--- src/rtl/core/tdocc_pkg.sv ---
package tdocc_pkg;

  typedef enum logic [1:0] {
    MODE_BINARY = 2'd0,
    MODE_OCTAL  = 2'd1,
    MODE_HEX    = 2'd2,
    MODE_HEX_ALT = 2'd3
  } digit_mode_t;

  localparam int unsigned WordWidth = 16;
  localparam int unsigned CharWidth = 8;
  localparam int unsigned PosWidth  = 4;

  localparam logic [CharWidth-1:0] CharZero  = 8'h30;
  localparam logic [CharWidth-1:0] CharNine  = 8'h39;
  localparam logic [CharWidth-1:0] CharOne   = 8'h31;
  localparam logic [CharWidth-1:0] CharUpA   = 8'h41;
  localparam logic [CharWidth-1:0] CharUpF   = 8'h46;
  localparam logic [CharWidth-1:0] CharLowA  = 8'h61;
  localparam logic [CharWidth-1:0] CharLowF  = 8'h66;

  localparam logic [PosWidth-1:0] BinaryLastPos = 4'd15;
  localparam logic [PosWidth-1:0] OctalLastPos  = 4'd1;
  localparam logic [PosWidth-1:0] HexLastPos    = 4'd3;

  localparam logic [0:0] RegDigitMode = 1'b0;

  typedef logic [WordWidth-1:0] word_t;
  typedef logic [CharWidth-1:0] char_t;
  typedef logic [PosWidth-1:0]  pos_t;

  function automatic logic [3:0] hex_value(input char_t c);
    logic [3:0] v;
    v = 4'd0;
    if (c >= CharZero && c <= CharNine) begin
      v = c[3:0];
    end else if ((c >= CharUpA && c <= CharUpF) || (c >= CharLowA && c <= CharLowF)) begin
      v = c[3:0] + 4'd9;
    end
    return v;
  endfunction

endpackage

--- src/rtl/core/tdocc_char_if.sv ---
interface tdocc_char_if;
  logic                      valid;
  logic                      ready;
  logic [tdocc_pkg::CharWidth-1:0] char_code;
  logic                      last_char;

  modport source (output valid, output char_code, output last_char, input ready);
  modport sink (input valid, input char_code, input last_char, output ready);
endinterface

--- src/rtl/core/tdocc_sum_if.sv ---
interface tdocc_sum_if;
  logic                      valid;
  logic                      ready;
  logic [tdocc_pkg::WordWidth-1:0] checksum;

  modport source (output valid, output checksum, input ready);
  modport sink (input valid, input checksum, output ready);
endinterface

--- src/rtl/core/text_digit_ones_complement_checksum.sv ---
// The checksum is registered and presented in the cycle after the transfer of the last character.
// Throughput: one character per cycle; the sum and word packing update in a single pass.
// A result waiting at the output holds off new characters until it is taken.
// Reset (rst, synchronous, active high) selects binary mode and clears the running sum,
// the partial word, the character position and the output valid flag.
module text_digit_ones_complement_checksum (
  input  logic              clk,
  input  logic              rst,
  tdocc_char_if.sink        chars,
  tdocc_sum_if.source       result,
  input  logic              psel,
  input  logic              penable,
  input  logic              pwrite,
  input  logic [2:0]        paddr,
  input  logic [31:0]       pwdata,
  output logic [31:0]       prdata,
  output logic              pready
);
  import tdocc_pkg::*;

  digit_mode_t digit_mode;
  word_t       running_sum;
  word_t       running_sum_next;
  word_t       partial_word;
  word_t       partial_word_next;
  pos_t        char_position;
  pos_t        char_position_next;
  word_t       checksum;
  logic        result_valid;

  word_t       packed_word;
  logic        word_done;
  logic [WordWidth:0] raw_sum;
  word_t       folded_sum;
  logic        in_xfer;
  logic        cfg_write;
  word_t       char_offset;

  assign pready    = 1'b1;
  assign cfg_write = psel && penable && pwrite && pready && (paddr[2] == RegDigitMode);
  assign prdata    = (paddr[2] == RegDigitMode) ? {30'd0, digit_mode} : 32'd0;

  assign chars.ready     = !result_valid || result.ready;
  assign in_xfer         = chars.valid && chars.ready;
  assign result.valid    = result_valid;
  assign result.checksum = checksum;

  assign char_offset = {{(WordWidth-CharWidth){1'b0}}, chars.char_code} - word_t'(CharZero);

  always_comb begin
    packed_word = partial_word;
    word_done   = 1'b0;
    case (digit_mode)
      MODE_BINARY: begin
        if (chars.char_code == CharOne) begin
          packed_word[BinaryLastPos - char_position] = 1'b1;
        end
        word_done = (char_position == BinaryLastPos);
      end
      MODE_OCTAL: begin
        if (char_position == '0) begin
          packed_word = {char_offset[WordWidth-4:0], 3'b000};
        end else begin
          packed_word = partial_word + char_offset;
        end
        word_done = (char_position >= OctalLastPos);
      end
      default: begin
        packed_word = {partial_word[WordWidth-5:0], hex_value(chars.char_code)};
        word_done   = (char_position >= HexLastPos);
      end
    endcase
    word_done = word_done || chars.last_char;
  end

  assign raw_sum    = {1'b0, running_sum} + {1'b0, packed_word};
  assign folded_sum = raw_sum[WordWidth-1:0] + word_t'(raw_sum[WordWidth]);

  always_comb begin
    running_sum_next   = running_sum;
    partial_word_next  = partial_word;
    char_position_next = char_position;
    if (cfg_write) begin
      running_sum_next   = '0;
      partial_word_next  = '0;
      char_position_next = '0;
    end else if (in_xfer) begin
      if (chars.last_char) begin
        running_sum_next   = '0;
        partial_word_next  = '0;
        char_position_next = '0;
      end else if (word_done) begin
        running_sum_next   = folded_sum;
        partial_word_next  = '0;
        char_position_next = '0;
      end else begin
        partial_word_next  = packed_word;
        char_position_next = char_position + pos_t'(1);
      end
    end
  end

  always_ff @(posedge clk) begin
    if (rst) begin
      digit_mode    <= MODE_BINARY;
      running_sum   <= '0;
      partial_word  <= '0;
      char_position <= '0;
      result_valid  <= 1'b0;
    end else begin
      if (cfg_write) begin
        digit_mode <= digit_mode_t'(pwdata[1:0]);
      end
      running_sum   <= running_sum_next;
      partial_word  <= partial_word_next;
      char_position <= char_position_next;
      if (in_xfer && chars.last_char) begin
        result_valid <= 1'b1;
      end else if (result.ready) begin
        result_valid <= 1'b0;
      end
    end
  end

  always_ff @(posedge clk) begin
    if (in_xfer && chars.last_char) begin
      checksum <= ~folded_sum;
    end
  end

  assert property (@(posedge clk) disable iff (rst)
    (in_xfer && chars.last_char) |=> (result_valid && running_sum == '0 && char_position == '0))
    else $error("last character did not produce a result and clear the message state");

  assert property (@(posedge clk) disable iff (rst)
    (result_valid && !result.ready) |-> !chars.ready)
    else $error("character accepted while a result is stalled");

  assert property (@(posedge clk) disable iff (rst)
    cfg_write |=> (running_sum == '0 && partial_word == '0 && char_position == '0))
    else $error("mode write did not start a new message");

endmodule

--- src/flat_wrapper.sv ---
// flat-port wrapper written by rule: the top's interface ports become plain ports
module text_digit_ones_complement_checksum_flat import tdocc_pkg::*;
  (clk, rst, psel, penable, pwrite, paddr, pwdata, prdata, pready, chars_valid, chars_char_code, chars_last_char, chars_ready, result_valid, result_checksum, result_ready);
  tdocc_char_if chars_i ();
  tdocc_sum_if result_i ();
  input  logic clk;
  input  logic rst;
  input  logic psel;
  input  logic penable;
  input  logic pwrite;
  input  logic [2:0] paddr;
  input  logic [31:0] pwdata;
  output logic [31:0] prdata;
  output logic pready;
  input wire logic [$bits(chars_i.valid)-1:0] chars_valid;
  input wire logic [$bits(chars_i.char_code)-1:0] chars_char_code;
  input wire logic [$bits(chars_i.last_char)-1:0] chars_last_char;
  output wire logic [$bits(chars_i.ready)-1:0] chars_ready;
  output wire logic [$bits(result_i.valid)-1:0] result_valid;
  output wire logic [$bits(result_i.checksum)-1:0] result_checksum;
  input wire logic [$bits(result_i.ready)-1:0] result_ready;
  assign chars_i.valid = chars_valid;
  assign chars_i.char_code = chars_char_code;
  assign chars_i.last_char = chars_last_char;
  assign chars_ready = chars_i.ready;
  assign result_valid = result_i.valid;
  assign result_checksum = result_i.checksum;
  assign result_i.ready = result_ready;
  text_digit_ones_complement_checksum u_core (.clk(clk), .rst(rst), .chars(chars_i), .result(result_i), .psel(psel), .penable(penable), .pwrite(pwrite), .paddr(paddr), .pwdata(pwdata), .prdata(prdata), .pready(pready));
endmodule
--- config.mk ---
export PLATFORM = sky130hd
export DESIGN_NAME = text_digit_ones_complement_checksum_flat
export DESIGN_NICKNAME = d
export VERILOG_FILES = /design/src/rtl/core/tdocc_pkg.sv /design/src/rtl/core/tdocc_char_if.sv /design/src/rtl/core/tdocc_sum_if.sv /design/src/rtl/core/text_digit_ones_complement_checksum.sv /design/src/flat_wrapper.sv
export SDC_FILE = /design/constraint.sdc
export NUM_CORES = 1
export LEC_CHECK = 0
export ABC_AREA = 0
export BUFFER_PORTS_ARGS = -buffer_cell sky130_fd_sc_hd__buf_2
export CORE_MARGIN = 4
export CORE_UTILIZATION = 51
export DETAILED_ROUTE_END_ITERATION = 6
export GPL_TIMING_DRIVEN = 0
export PLACE_DENSITY = 0.87
export SKIP_CTS_REPAIR_TIMING = 1
export SYNTH_ARGS = -nofsm -noshare
export SYNTH_HDL_FRONTEND = slang
export SYNTH_SLANG_ARGS = --single-unit
--- constraint.sdc ---
create_clock -name clk -period 5.1 [get_ports clk]
set_input_delay 0 -clock clk [delete_from_list [all_inputs] [get_ports clk]]
set_output_delay 0 -clock clk [all_outputs]
set_load 0.005 [all_outputs]
# Word level (Yosys, flattened, before mapping)
# Index checks and enable logic that the tools add are counted.
[word_totals]
ff_bits = 55
latchBits = 0
mem_bits_rw = 0
rom_bits = 0
inputBits = 51
word_cells = 65
n_memories = 0
[classes]
add_sub_neg = 7
mul = 0
n_div = 0
order_cmp = 10
eq_ne = 3
shifts = 0
muxes = 17
bitwise_logic = 3
n_reduce_logical = 19
[op_table]
columns = ["op", "n"]
rows = [
  ["$mux W16", 6],
  ["$pmux W16 S2", 1],
  ["$add A16 B16 Y17", 1],
  ["$add A16 B1 Y16", 1],
  ["$add A16 B16 Y16", 1],
  ["$ge A8 B7 Y1 const B", 2],
  ["$le A8 B7 Y1 const B", 2],
  ["$mux W4", 4],
  ["$not A16 Y16", 1],
  ["$or A16 B16 Y16", 1],
  ["$logic_and A1 B1 Y1", 9],
  ["$sub A8 B6 Y9 const B", 1],
  ["$eq A8 B6 Y1 const B", 1],
  ["$ge A4 B1 Y1 const B", 2],
  ["$ge A8 B6 Y1 const B", 1],
  ["$le A8 B6 Y1 const B", 1],
  ["$lt A4 B5 Y1 const B", 1],
  ["$add A4 B1 Y4 const B", 1],
  ["$add A4 B4 Y4 const B", 1],
  ["$demux W1 S4", 1],
  ["$eq A4 B4 Y1 const B", 1],
  ["$ge A4 B2 Y1 const B", 1],
  ["$logic_not A4 Y1", 1],
  ["$reduce_bool A2 Y1", 2],
  ["other kinds (11)", 15],
]

# Longest topological paths before layout
[depth]
depth_word = 12
ltp_mapped = 29
mapped_depth_nobuf = 28

# Worst setup path after synthesis
# Ideal clock, no wire load.
[synth_timing]
kind = "register -> register"
start = "register u_core.partial_word[0]"
end = "register u_core.running_sum[14]"
setup_time_ps = 116
t_arrival_ps = 4996
required_time_ps = 4984
slack_ps = -11
stages_incl_launch_ff = 30
period_less_slack_ps = 5111
path_cell_list = "dfxtp_1 > ha_1 > inv_1 > fa_1 > nor2b_1 > o21ai_0 > a21boi_0 > o21a_1 > nor2_1 > xor2_1 > o211ai_1 > nor2b_1 > ha_1 > clkbuf_1 > nand4_1 > a21oi_2 > o21a_1 > o21a_1 > o21ai_0 > a21boi_0 > o21ai_0 > nand2b_1 > ha_1 > ha_1 > and2_1 > and4b_1 > nand3_1 > or4_4 > mux2i_1 > a31o_1"
[synth_between]
elab_chain_cells = 7
[synth_rtl]
columns = ["item", "line", "text"]
rows = [
  ["start: declaration", "text_digit_ones_complement_checksum.sv:24", "word_t partial_word;"],
  ["start signal: assignment", "text_digit_ones_complement_checksum.sv:115", "partial_word <= partial_word_next;"],
  ["$add A16 B16 Y16 / $or A16 B16 Y16 (equally long branches)", "--", ""],
  ["$mux W16, on equally long branches", "text_digit_ones_complement_checksum.sv:61, text_digit_ones_complement_checksum.sv:55", ""],
  ["$pmux W16 S2 (*)", "text_digit_ones_complement_checksum.sv:53", "case (digit_mode)"],
  ["$add A16 B16 Y17 (*)", "text_digit_ones_complement_checksum.sv:76", "assign raw_sum = {1'b0, running_sum} + {1'b0, packed_word};"],
  ["$add A16 B1 Y16 (*)", "text_digit_ones_complement_checksum.sv:77", "assign folded_sum = raw_sum[WordWidth-1:0] + word_t'(raw_sum[WordWidth]);"],
  ["$mux W16 (*)", "text_digit_ones_complement_checksum.sv:92", "end else if (word_done) begin"],
  ["$mux W16 (*)", "text_digit_ones_complement_checksum.sv:88", "if (chars.last_char) begin"],
  ["end signal: assignment", "text_digit_ones_complement_checksum.sv:114", "running_sum <= running_sum_next;"],
  ["end: declaration", "text_digit_ones_complement_checksum.sv:22", "word_t running_sum;"],
]
# Mark *: on every way between the ends. The rest lies on a longest branch, timed or not. The select of a mux whose other input is x is not followed.
# A chain may end at the register's enable or synchronous reset.

# Worst setup path after layout
# Same ends and word-level chain as after synthesis.

==> results.md <==
- CP Class: flop to flop
- Antenna fix cells: 0
- Asr flop ratio synth: 0%
- Routed via count: roughly 5200
- Final worst slack: -0.449 ns
- Synth cell types: 73
- Run status: complete, but fails checks
- GR Util met2: between 30 and 40%
- Die ar.: ~0.012 mm^2
- Largest net degree at the start of global routing: 17
- Hold depth: 3
- Final GP Congestion: roughly 0.96
- Final hold slack: approximately 0.015 ns
- Leakage: 2.54 nW
- Io pins: slightly above 100
- Met3 Use GR: 3.22%
- Crit path max-delay cell type: or4_4
- Final Setup Violations: 18
- Cell mode on critical path: ha_4
- WP data required: between 5 and 6 ns
- Fin. Hold Viols: 0
- Post-synthesis sequential area ratio: around a quarter
- H-tree levels: 2
- Chip Width: between 100 and 150 um
- Gr busiest metal: met2
- XOR/XNOR Fraction of Synth Area: between 5 and 6%
- Data arrival time of the worst path: around 5.8 ns
- Post-synth EDFFs: 16
- Clock Tree Root: clkbuf_8
- Pins Over Slew Limit: 0
- CP Capture Type: flop
- Hold crit path type: primary input to flop
- Fraction of the mapped netlist area in simple logic gates: 22.6%
- Pwr/cell area: around 150 mW/mm^2
- IO Port Bufs: 38
- Maximum vdd ir drop: about 0.12 mV
- Share of cells above drive strength 1: 22.7%
- Starting Density: between 50% and 60%
- RR Endpoint: u_core.running_sum[14]
- Least-Margin Pin Slew: around 1.1 ns
- Failing checks: setup timing
- Total power: 922 uW
- Hold Path Origin: result_ready
- Drt wl/cell: 16.8 um
- Total gr overflow: 0
- Core area: 0.00977 mm^2
- Syn Area/Cell: ~8.1 um^2
- Drt pass-1 iters: 5
- Largest family of logic cells by synthesized area: compound AO/OA/AOI/OAI gates
- Number of global-route vias before repair: around 4600
- Number of DRC markers in iteration 0: about 460
- Number of vias per cell: 6.05
- Worst Setup SP: u_core.partial_word[0]
- Clock Sinks: between 50 and 60
- Worst reg2reg path depth: 28
- Initial antenna violation count: 0
- Row cnt: 36
- Latest clock arrival within the worst-skew pair: 0.32 ns
- Max Root-Sink Buffers: 2
- CTS Buf Count: 5
- Main synth FF type: dfxtp_1
- Period utilisation layout: 109%
- RR Startpoint: u_core.partial_word[0]
- DP Wirelength: approximately 11 mm
- CTS clock-pin slew for the worst setup and hold paths: about 0.11 ns
- Synth Area in Compound Gates: around 25%
- F_max: around 0.18 GHz
- Post-layout nets: 820
- Area grow syn2layout: 19.9%
- Remaining DRCs: 0
- Final period demand of the worst path: ~5.5 ns
- Unrepaired setup endpoints after global routing: yes
- Critical Path Fanout Max: 5
- Seq cells post-synth: between 50 and 60
- First-pass GRT wire length: roughly 22 mm
- Post-synthesis adder-cell area fraction: around an eighth
- R2R Setup Slk: -0.45 ns
- Routed Wire Length: roughly 14 mm
- CTS tree: built
- YS warnings: 0
- Post-route ant nets: 0
- Multiplexer share of the synthesized area: between 1.5 and 2%
- Gr usage total: approximately 23%
- Clock skew: ~0.017 ns
- Max Cap Viol: 0
- Slew HR: 26.4%
- Hold EP: u_core.result.valid
- Die Y: ~110 um
- M1 GR Usage: 28.5%
- Largest stage delay on the critical path: 0.58 ns
- Synthesized area: about 0.005 mm^2
- Cells after synthesis: around 630
- Startpoint type of the worst setup path: flop
cell type report:
type / count / area [um^2]
repair buffers: 58 / 348
clock inverters: 1 / 8.76
well taps: 133 / 166
fillers: 819 / 3650
plain buffers: 53 / 329
clock buffers: 6 / 82.6
multi-input cells: 524 / 3830
inverters: 24 / 90.1
flip-flops and latches: 55 / 1270
worst max-delay path by stage:
stage / slack, ns / cells after the start / endpoint
6_report: -0.45 / 28 / u_core.running_sum[14]
3_5_place_dp: -1.36 / 26 / u_core.running_sum[14]
3_3_place_gp: -1.10 / 26 / u_core.running_sum[14]
5_1_grt: -0.60 / 28 / u_core.running_sum[15]
4_1_cts: -1.02 / 26 / u_core.running_sum[14]
2_1_floorplan: 0.06 / 29 / u_core.running_sum[14]
kinds of logic (layout without fill, tap and decap cells):
family                     after synthesis  in the layout
buffers and inverters                   81            142
AOI/OAI and AO/OA                      180            180
other                                    2             31
xor gates and xnor gates                31             31
and+or+nand+nor                        226            226
adders and majority gates               48             48
DFF                                     55             55
muxes                                    8              8
state kept, by name, summed over array words and instances (netlist names):
signal / count
u_core.result.checksum: 16
u_core.partial_word: 16
u_core.char_position: 4
u_core.result.valid: 1
u_core.digit_mode: 2
u_core.running_sum: 16
worst max-delay path, delay by kind of cell (launching register included):
family | cells | cell delay, ns
buffers and inverters | 1 | 0.04
multiplexers | 1 | 0.18
flip-flops | 1 | 0.39
AO/OA/AOI/OAI | 13 | 2.15
adder cells (fa/ha/maj) | 5 | 0.99
AND/OR/NAND/NOR | 8 | 1.67
cells in the final DEF, fill, tap and decap left out, drive strengths merged, types with 7 or more instances in the layout:
| cell type | n |
|---|---|
| a21o | 12 |
| or3 | 8 |
| a22oi | 7 |
| conb | 31 |
| ha | 46 |
| and2 | 9 |
| a311oi | 13 |
| xnor2 | 17 |
| nor2 | 55 |
| nand4 | 7 |
| o21ai | 27 |
| o31ai | 8 |
| a31oi | 9 |
| nand3 | 25 |
| clkbuf | 24 |
| o21a | 9 |
| buf | 90 |
| xor2 | 14 |
| mux2i | 8 |
| a21oi | 41 |
| dfxtp | 39 |
| inv | 25 |
| nor3 | 17 |
| nand2b | 7 |
| nor2b | 9 |
| edfxtp | 16 |
| nand2 | 51 |
layer usage:
| metal | vias to the layer above | routed length (um) |
|---|---|---|
| met5 | - | 0 |
| met4 | 0 | 267 |
| met3 | 37 | 1110 |
| met2 | 256 | 7110 |
| met1 | 2409 | 5870 |
| li1 | 2462 | - |
per-stage QoR:
step	utilization [%]	cell area [um^2]	instances	setup slack (ns)	TNS, ns
CTS	58.0	5670	838	-1.02	-15.32
global route	62.7	6130	854	-0.604	-7.53
detailed placement	57.0	5570	831	-1.36	-24.25
floorplan	-	5220	660	0.0589	0
finish	62.7	6130	854	-0.449	-3.75
global placement	57.0	5570	831	-1.10	-17.10
Yosys cell counts (16+ instances only):
library cell  number  area [um^2]
nor2_1            55          206
nand2_1           51          191
ha_1              46          576
dfxtp_1           39          781
a21oi_1           38          190
buf_4             31          233
o21ai_0           25          125
inv_1             24         90.1
nand3_1           24          120
clkbuf_1          21         78.8
nor3_1            17         85.1
xnor2_1           17          149
edfxtp_1          16          480
power by group:
part | switching (mW) | internal [mW] | leakage [nW] | total (mW)
Combinational | 0.124 | 0.0795 | 2.06 | 0.204
Sequential | 0.00369 | 0.456 | 0.434 | 0.460
Clock | 0.149 | 0.110 | 0.0477 | 0.259
Total | 0.277 | 0.645 | 2.54 | 0.922
Power figures use the tool's default switching activity.
